$ cat src/hw/rtl/psns_pkg.sv
package psns_pkg;

   // Defaults for the top-level parameters
   localparam int NOTE_DEPTH_DEF   = 256;
   localparam int VOICES_DEF       = 3;
   localparam int SINE_ENTRIES_DEF = 64;

   // Each score entry holds at most this many phase steps
   localparam int STORED_STEPS = 3;

   // Phase accumulator to sine table index
   localparam int         PHASE_SHIFT = 26;
   localparam logic [5:0] PHASE_MASK  = 6'h3F;

   // Envelope: ramp length in samples and full-scale gain
   localparam logic [15:0] RAMP     = 16'd500;
   localparam logic [8:0]  FULL_VOL = 9'd256;

   // floor(x*256/500) == (x*RECIP_RAMP) >> 16 for every x below 500
   localparam logic [15:0] RECIP_RAMP = 16'd33555;
   // floor(x/3) == (x*RECIP_THREE) >> 17 for every x below 2**16
   localparam logic [15:0] RECIP_THREE = 16'd43691;

   // Request commands
   localparam logic [1:0] CMD_TICK    = 2'd0;
   localparam logic [1:0] CMD_LOAD    = 2'd1;
   localparam logic [1:0] CMD_RESTART = 2'd2;

   // Register indexes
   localparam int         CSR_INDEX_W     = 2;
   localparam int         CSR_DATA_W      = 9;
   localparam logic [1:0] CSR_SONG_START  = 2'd0;
   localparam logic [1:0] CSR_SONG_LENGTH = 2'd1;

   // 64-entry 12-bit sine table
   localparam logic [11:0] SINE_ROM [64] = '{
      12'd2048, 12'd2248, 12'd2447, 12'd2642, 12'd2831, 12'd3013, 12'd3185, 12'd3346,
      12'd3495, 12'd3630, 12'd3750, 12'd3853, 12'd3939, 12'd4007, 12'd4056, 12'd4085,
      12'd4095, 12'd4085, 12'd4056, 12'd4007, 12'd3939, 12'd3853, 12'd3750, 12'd3630,
      12'd3495, 12'd3346, 12'd3185, 12'd3013, 12'd2831, 12'd2642, 12'd2447, 12'd2248,
      12'd2048, 12'd1847, 12'd1648, 12'd1453, 12'd1264, 12'd1082, 12'd910,  12'd749,
      12'd600,  12'd465,  12'd345,  12'd242,  12'd156,  12'd88,   12'd39,   12'd10,
      12'd0,    12'd10,   12'd39,   12'd88,   12'd156,  12'd242,  12'd345,  12'd465,
      12'd600,  12'd749,  12'd910,  12'd1082, 12'd1264, 12'd1453, 12'd1648, 12'd1847
   };

   typedef struct packed {
      logic [1:0]  cmd;
      logic [7:0]  note_addr;
      logic [31:0] step_voice0;
      logic [31:0] step_voice1;
      logic [31:0] step_voice2;
      logic [15:0] note_length;
      logic [1:0]  voice_count;
   } psns_req_type;

   typedef struct packed {
      logic [11:0] dac_sample;
      logic [7:0]  note_position;
      logic        song_wrapped;
   } psns_rsp_type;

   // Controller to datapath
   typedef struct packed {
      logic load;
      logic restart;
      logic fetch;
      logic voice;
      logic scale;
      logic mix;
   } psns_ctl_type;

   // Datapath to controller
   typedef struct packed {
      logic out_full;
   } psns_stat_type;

endpackage

$ cat src/hw/rtl/psns_ctrl.sv
module psns_ctrl (
   input  logic                    clock,
   input  logic                    reset,
   input  logic                    req_valid,
   input  logic [1:0]              req_cmd,
   output logic                    req_ready,
   input  psns_pkg::psns_stat_type stat,
   output psns_pkg::psns_ctl_type  ctl
);
   import psns_pkg::*;

   localparam logic [1:0] ST_IDLE  = 2'd0;
   localparam logic [1:0] ST_VOICE = 2'd1;
   localparam logic [1:0] ST_SCALE = 2'd2;
   localparam logic [1:0] ST_MIX   = 2'd3;

   logic [1:0] state_ff;
   logic [1:0] state_in;
   logic       accept;

   assign req_ready = (state_ff == ST_IDLE);
   assign accept    = req_valid & req_ready;

   always_comb begin
      ctl         = '0;
      ctl.load    = accept & (req_cmd == CMD_LOAD);
      ctl.restart = accept & (req_cmd == CMD_RESTART);
      ctl.fetch   = accept & (req_cmd == CMD_TICK);
      ctl.voice   = (state_ff == ST_VOICE);
      ctl.scale   = (state_ff == ST_SCALE);
      ctl.mix     = (state_ff == ST_MIX) & ~stat.out_full;
   end

   always_comb begin
      state_in = state_ff;
      unique case (state_ff)
         ST_IDLE:  if (ctl.fetch) state_in = ST_VOICE;
         ST_VOICE: state_in = ST_SCALE;
         ST_SCALE: state_in = ST_MIX;
         ST_MIX:   if (ctl.mix) state_in = ST_IDLE;
         default:  state_in = ST_IDLE;
      endcase
   end

   always_ff @(posedge clock) begin
      if (reset) begin
         state_ff <= ST_IDLE;
      end else begin
         state_ff <= state_in;
      end
   end

endmodule

$ cat config.mk
export PLATFORM = sky130hd
export DESIGN_NAME = psns_ctrl
export DESIGN_NICKNAME = d
export VERILOG_FILES = /design/src/hw/rtl/psns_pkg.sv /design/src/hw/rtl/psns_ctrl.sv
export SDC_FILE = /design/constraint.sdc
export NUM_CORES = 1
export LEC_CHECK = 0
export ABC_AREA = 0
export BUFFER_PORTS_ARGS = -buffer_cell sky130_fd_sc_hd__buf_2
export CAP_MARGIN = 20
export CORE_AREA = 4 4 41 43
export CTS_BUF_LIST = sky130_fd_sc_hd__clkbuf_8 sky130_fd_sc_hd__clkbuf_16
export DETAILED_ROUTE_END_ITERATION = 12
export DIE_AREA = 0 0 45 47
export PLACE_DENSITY = 0.46
export REMOVE_ABC_BUFFERS = 1
export SLEW_MARGIN = 20
export SYNTH_ARGS = -nofsm -noshare
export SYNTH_HDL_FRONTEND = slang
export SYNTH_SLANG_ARGS = --single-unit
$ cat constraint.sdc
create_clock -name clock -period 3.3 [get_ports clock]
set_clock_uncertainty 0.05 [all_clocks]
set_input_delay 0.66 -clock clock [delete_from_list [all_inputs] [get_ports clock]]
set_output_delay 0.66 -clock clock [all_outputs]
set_load 0.01 [all_outputs]
==> results.yml, run 1 <==
status:
  status: "finished clean"
clock_tree:
  cts_root_buffer: "clkbuf_8"
  cts_buffers: 3
  clock-sinks: 2
  cts_hold_buffers: 0
  clkTransAtPathRegs_ps: 30
  insertion_delay_ps: 210
  cts_tree: "built"
  post_cts_resized: 0
  htreeDepth: 1
  cts_setup_buffers: 0
  clock_path_buffers: 2
power_and_ir_drop:
  power_density_mw_per_mm2: 733
  vdd_drop_max_mv: 0.257
  power_uw: 227
  leakagePower_nw: 0.157
global_routing:
  antenna_found_initial: 0
  grt_use_total_pct: 5.28
  grt-ovfl-total: 0
  grt_max_degree: 5
  grt_pass1_vias: 178
  grt_pass1_wl_um: 752
final_layout:
  final_util_pct: 23.8
  reg_top3: "state_ff (2)"
  fin_nets: 48
  drive_gt1_share_pct: 44.4
  antenna_cells: 0
  final_cell_mix: "buf_2, ha_1, clkbuf_8"
  synthToLayoutAreaGrowth_pct: 63.2
  final_common_cell: "buf_2"
  largest-register: "state_ff"
  largest_reg_flops: 2
setup_path:
  crit_path_cell_trace: "inv_1 > ha_1 > nand2_1 > nor3b_1 > buf_2"
  crit_required_ps: 2590
  cp_data_arrival_time_ps: 1340
  startpoint_type: "register"
  r2r_start: "state_ff[0]"
  cpPeakStageDelay_ps: 330
  startpoint: "state_ff[0]"
  cp_max_fo: 4
  crit_type: "register to output port"
  cp-end-kind: "output port"
  slowest_stage: "dfxtp_1"
sta:
  hold_viol: 0
  worst_slew_pin_slew_ps: 212
  post-route-period-util_pct: 62.0
  setup_viol: 0
  max-slew-margin-rel_pct: 85.8
  finalCriticalPeriod_ps: 2050
  drv_slew: 0
  rsz0062_at_grt: "no"
  fmaxAchievable_mhz: 489
  setup_slack_ps: 1250
  fin_tns_setup_ps: 0
yosys:
  synth_xor_area_share_pct: 0
  synth_compound_area_share_pct: 14.5
  synth_mux_area_share_pct: 5.26
  ys_seq_area_share_pct: 21.1
  syn-cell-area_um2: 190
  ys_ff_latch: 2
  synth_top_family_by_area: "simple AND/OR/NAND/NOR gates"
  synth_cell_type_count: 14
  synth_warnings: 0
  synth_fa_ha_area_share_pct: 26.3
  synth-simple-area-share_pct: 28.9
  avgSynthCellArea_um2: 9.06
  synth_cells: 21
job:
  maxCapViolCount: 0
die:
  io_pins: 13
  dieArea_mm2: 0.00212
  coreArea_mm2: 0.00130
  die_width_um: 45
  fp-row-count: 13
  die_h_um: 47
  start_util_pct: 14.6
place:
  dp_slack_ps: 1420
  dpl.hpwl_um: 375
  gp_congestion: 0.660
  portBuffers: 12
detailed_routing:
  wirelength_um: 477
  dr.pass1.iters: 3
  vias: 191
  antenna_left: 0
  drt_drc_violations_left: 0
  viasPerCell: 3.75
  drt_iter0_markers: 3
  wl_per_cell_um: 9.35
min_path:
  min-delay-start: "state_ff[1]"
  hp-class: "register to register"
==> logic make-up (layout without fill, tap and decap cells) <==
family,count (synthesis),in the layout
buffers and inverters,2,17
multiplexers,1,1
AO/OA/AOI/OAI,3,3
AND/OR/NAND/NOR,9,9
adder cells (fa/ha/maj),4,4
flip-flops,2,2
==> power breakdown <==
part	internal (mW)	total [mW]	switching, mW
Sequential	0.0323	0.0403	0.00804
Combinational	0.0417	0.0919	0.0502
Clock	0.0770	0.0951	0.0181
==> worst max-delay path: cells and delay by family (launching register included) <==
| family | cells | cell delay (ps) |
|---|---|---|
| adders and majority gates | 1 | 250 |
| buffers and inverters | 2 | 250 |
| DFF | 1 | 330 |
| and+or+nand+nor | 2 | 300 |
==> cell usage after synthesis <==
library cell / count / share of area [%]
nor2b_1: 1 / 3.3
o21a_1: 1 / 3.9
a22oi_2: 1 / 6.6
or3b_1: 1 / 4.6
nand2b_1: 2 / 6.6
nand2_1: 1 / 2.0
nor2_1: 1 / 2.0
mux2i_1: 1 / 5.3
ha_1: 4 / 26
nor3b_1: 2 / 7.9
a211oi_1: 1 / 3.9
dfxtp_1: 2 / 21
nor3_1: 1 / 2.6
inv_1: 2 / 3.9
==> area by class of cell <==
type                            instances  area (µm²)
Inverter                                2        7.51
Sequential cell                         2        40.0
Fill cell                             156         991
Clock buffer                            3        41.3
Timing Repair Buffer                   12        60.1
Multi-Input combinational cell         17         143
Tap cell                               15        18.8
==> final timing paths <==
kind / end / slack, ps / depth (start not counted)
setup / recovery: ctl[4] / 1250 / 5
hold / removal: state_ff[1] / 460 / 2
setup reg to reg: state_ff[1] / 2060 / 4
hold reg to reg: state_ff[1] / 460 / 2
==> per-layer routing <==
layer	share of wire (%)	track usage, %	up-vias
li1	-	-	102
met2	32	5.37	14
met3	19	2.68	2
met1	45	6.56	73
met5	0	0	-
met4	2.9	7.02	0
==> metrics by stage <==
stage	hold slack [ps]	instances	area, µm²
6_report	463	51	310
5_1_grt	526	51	310
4_1_cts	471	51	310
3_5_place_dp	468	48	269
3_3_place_gp	472	48	269
2_1_floorplan	431	21	190
(Power assumes the default switching activity.)
==> inputs of run 2 (changes only) <==
clock period = 2 ns   (was 3.3 ns; I/O delays follow)
==> run 2 against run 1 <==
  * Combinational power grew 66%
  * Die area unchanged
  * Cell count unchanged
  * Largest power group unchanged
  * First-iteration DRC count fell by 67%
  * Utilization did not move
  * Critical path type unchanged
  * Count of clock-buffer cells in the layout is the same
  * Sequential share of layout area stayed put
  * Critical path depth stayed put
  * Sequential cell count unchanged
  * Sequential power increased by 64%
==> results.yml, run 2 (synthesis results as in run 1) <==
power_and_ir_drop:
  p_sw_uw: 125
  comb_power_share_pct: 40.8
  vdd_drop_max_mv: 0.472
  intPower_uw: 249
  clockPowerShare_pct: 41.6
  power_density_mw_per_mm2: 1210
  p_sw_share_pct: 33.4
  leakagePower_nw: 0.157
  sequentialPowerShare_pct: 17.6
  power_uw: 375
final_layout:
  largest-register: "state_ff"
  fin_area_um2: 310
  synthToLayoutAreaGrowth_pct: 63.2
  final_cell_mix: "buf_2, ha_1, clkbuf_8"
  seqCellArea_um2: 40.0
  final_common_cell: "buf_2"
  drive_gt1_share_pct: 44.4
  final_util_pct: 23.8
  fill_cells: 148
  multi_input_area_um2: 143
  antenna_cells: 0
  fin_nets: 48
  largest_reg_flops: 2
  reg_top3: "state_ff (2)"
setup_path:
  startpoint_type: "register"
  cp-end-kind: "output port"
  r2r_start: "state_ff[0]"
  reg2reg_slack_ps: 760
  crit_required_ps: 1550
  r2r-end: "state_ff[1]"
  cp_data_arrival_time_ps: 1340
  rr_worst_depth: 4
  crit_type: "register to output port"
  cp_max_fo: 4
sta:
  post-route-period-util_pct: 89.3
  fin_tns_setup_ps: 0
  drv_slew: 0
  fmaxAchievable_mhz: 560
  rsz0062_at_grt: "no"
  hold_viol: 0
  setup_slack_ps: 213
  worst_slew_pin_slew_ps: 209
  max-slew-margin-rel_pct: 86.0
  setup_viol: 0
  finalCriticalPeriod_ps: 1790
global_routing:
  met2_usage_pct: 5.37
  grt_use_total_pct: 5.37
  met1_usage_pct: 6.80
  grt.met3_usage_pct: 2.68
  grt-ovfl-total: 0
  busiest_layer: "met4"
  grt_max_degree: 5
  grt_pass1_wl_um: 738
  antenna_found_initial: 0
  grt_pass1_vias: 184
die:
  start_util_pct: 14.6
  die_h_um: 47
  fp-row-count: 13
  die_width_um: 45
  io_pins: 13
  coreArea_mm2: 0.00130
  dieArea_mm2: 0.00212
place:
  dp_slack_ps: 439
  gp_congestion: 0.676
  dpl_cell_area_um2: 269
  dpl.hpwl_um: 374
  portBuffers: 12
clock_tree:
  insertion_delay_ps: 210
  clkTransAtPathRegs_ps: 30
  cts_tree: "built"
  cts_buffers: 3
  post_cts_resized: 0
  clock-sinks: 2
  cts_root_buffer: "clkbuf_8"
  cts_hold_buffers: 0
  htreeDepth: 1
  clock_path_buffers: 2
  cts_setup_buffers: 0
detailed_routing:
  wl_per_cell_um: 9.51
  antenna_left: 0
  drt_drc_violations_left: 0
  viasPerCell: 3.90
  wirelength_um: 485
  vias: 199
  drt_iter0_markers: 1
  dr.pass1.iters: 3
status:
  status: "finished clean"
min_path:
  hold_end: "state_ff[0]"
  min-delay-start: "reset"
  hp-class: "input port to register"
  min_path_cells: 3
job:
  maxCapViolCount: 0
## run 2: cell counts in the layout (fill, tap and decap cells not counted)
No cell type changed its count.
## run 2: worst max path at each step
stage                 from     end  slack, ps  cells after the start
3_3_place_gp   state_ff[0]  ctl[4]        460                      5
2_1_floorplan  state_ff[0]  ctl[5]        460                      4
4_1_cts        state_ff[0]  ctl[5]        210                      5
5_1_grt        state_ff[0]  ctl[5]         70                      5
6_report       state_ff[0]  ctl[5]        210                      5
3_5_place_dp   state_ff[0]  ctl[5]        440                      5
## run 2: power by group through the flow
| stage | combinational, mW | sequential (mW) | clock, mW |
|---|---|---|---|
| 5_1_grt | 0.172 | 0.0683 | 0.169 |
| 2_1_floorplan | 0.106 | 0.0639 | 0 |
| 4_1_cts | 0.155 | 0.0661 | 0.162 |
| 3_3_place_gp | 0.157 | 0.0659 | 0 |
| 3_5_place_dp | 0.153 | 0.0665 | 0 |
| 6_report | 0.153 | 0.0660 | 0.156 |
## run 2: cell type report
class	instances	share of cell area, %
clock buffers	3	13.3
well taps	15	6.05
inverters	2	2.42
multi-input cells	17	46.0
flip-flops and latches	2	12.9
repair buffers	12	19.4
## run 2: critical path: stages (launching register included)
cell     delay [ps]
dfxtp_1         330
inv_1            90
ha_1            230
nand2_1         110
nor3b_1         210
buf_2           160
## run 2: per-layer routing
metal | vias to the layer above | part of all wire (%)
met5 | - | 0
met4 | 0 | 0
met3 | 0 | 13
met2 | 12 | 36
met1 | 83 | 51
li1 | 104 | -
## run 2: metrics by stage
step	hold slack, ps	instances
2_1_floorplan	431	21
4_1_cts	411	51
3_3_place_gp	459	48
3_5_place_dp	457	48
5_1_grt	427	51
6_report	417	51
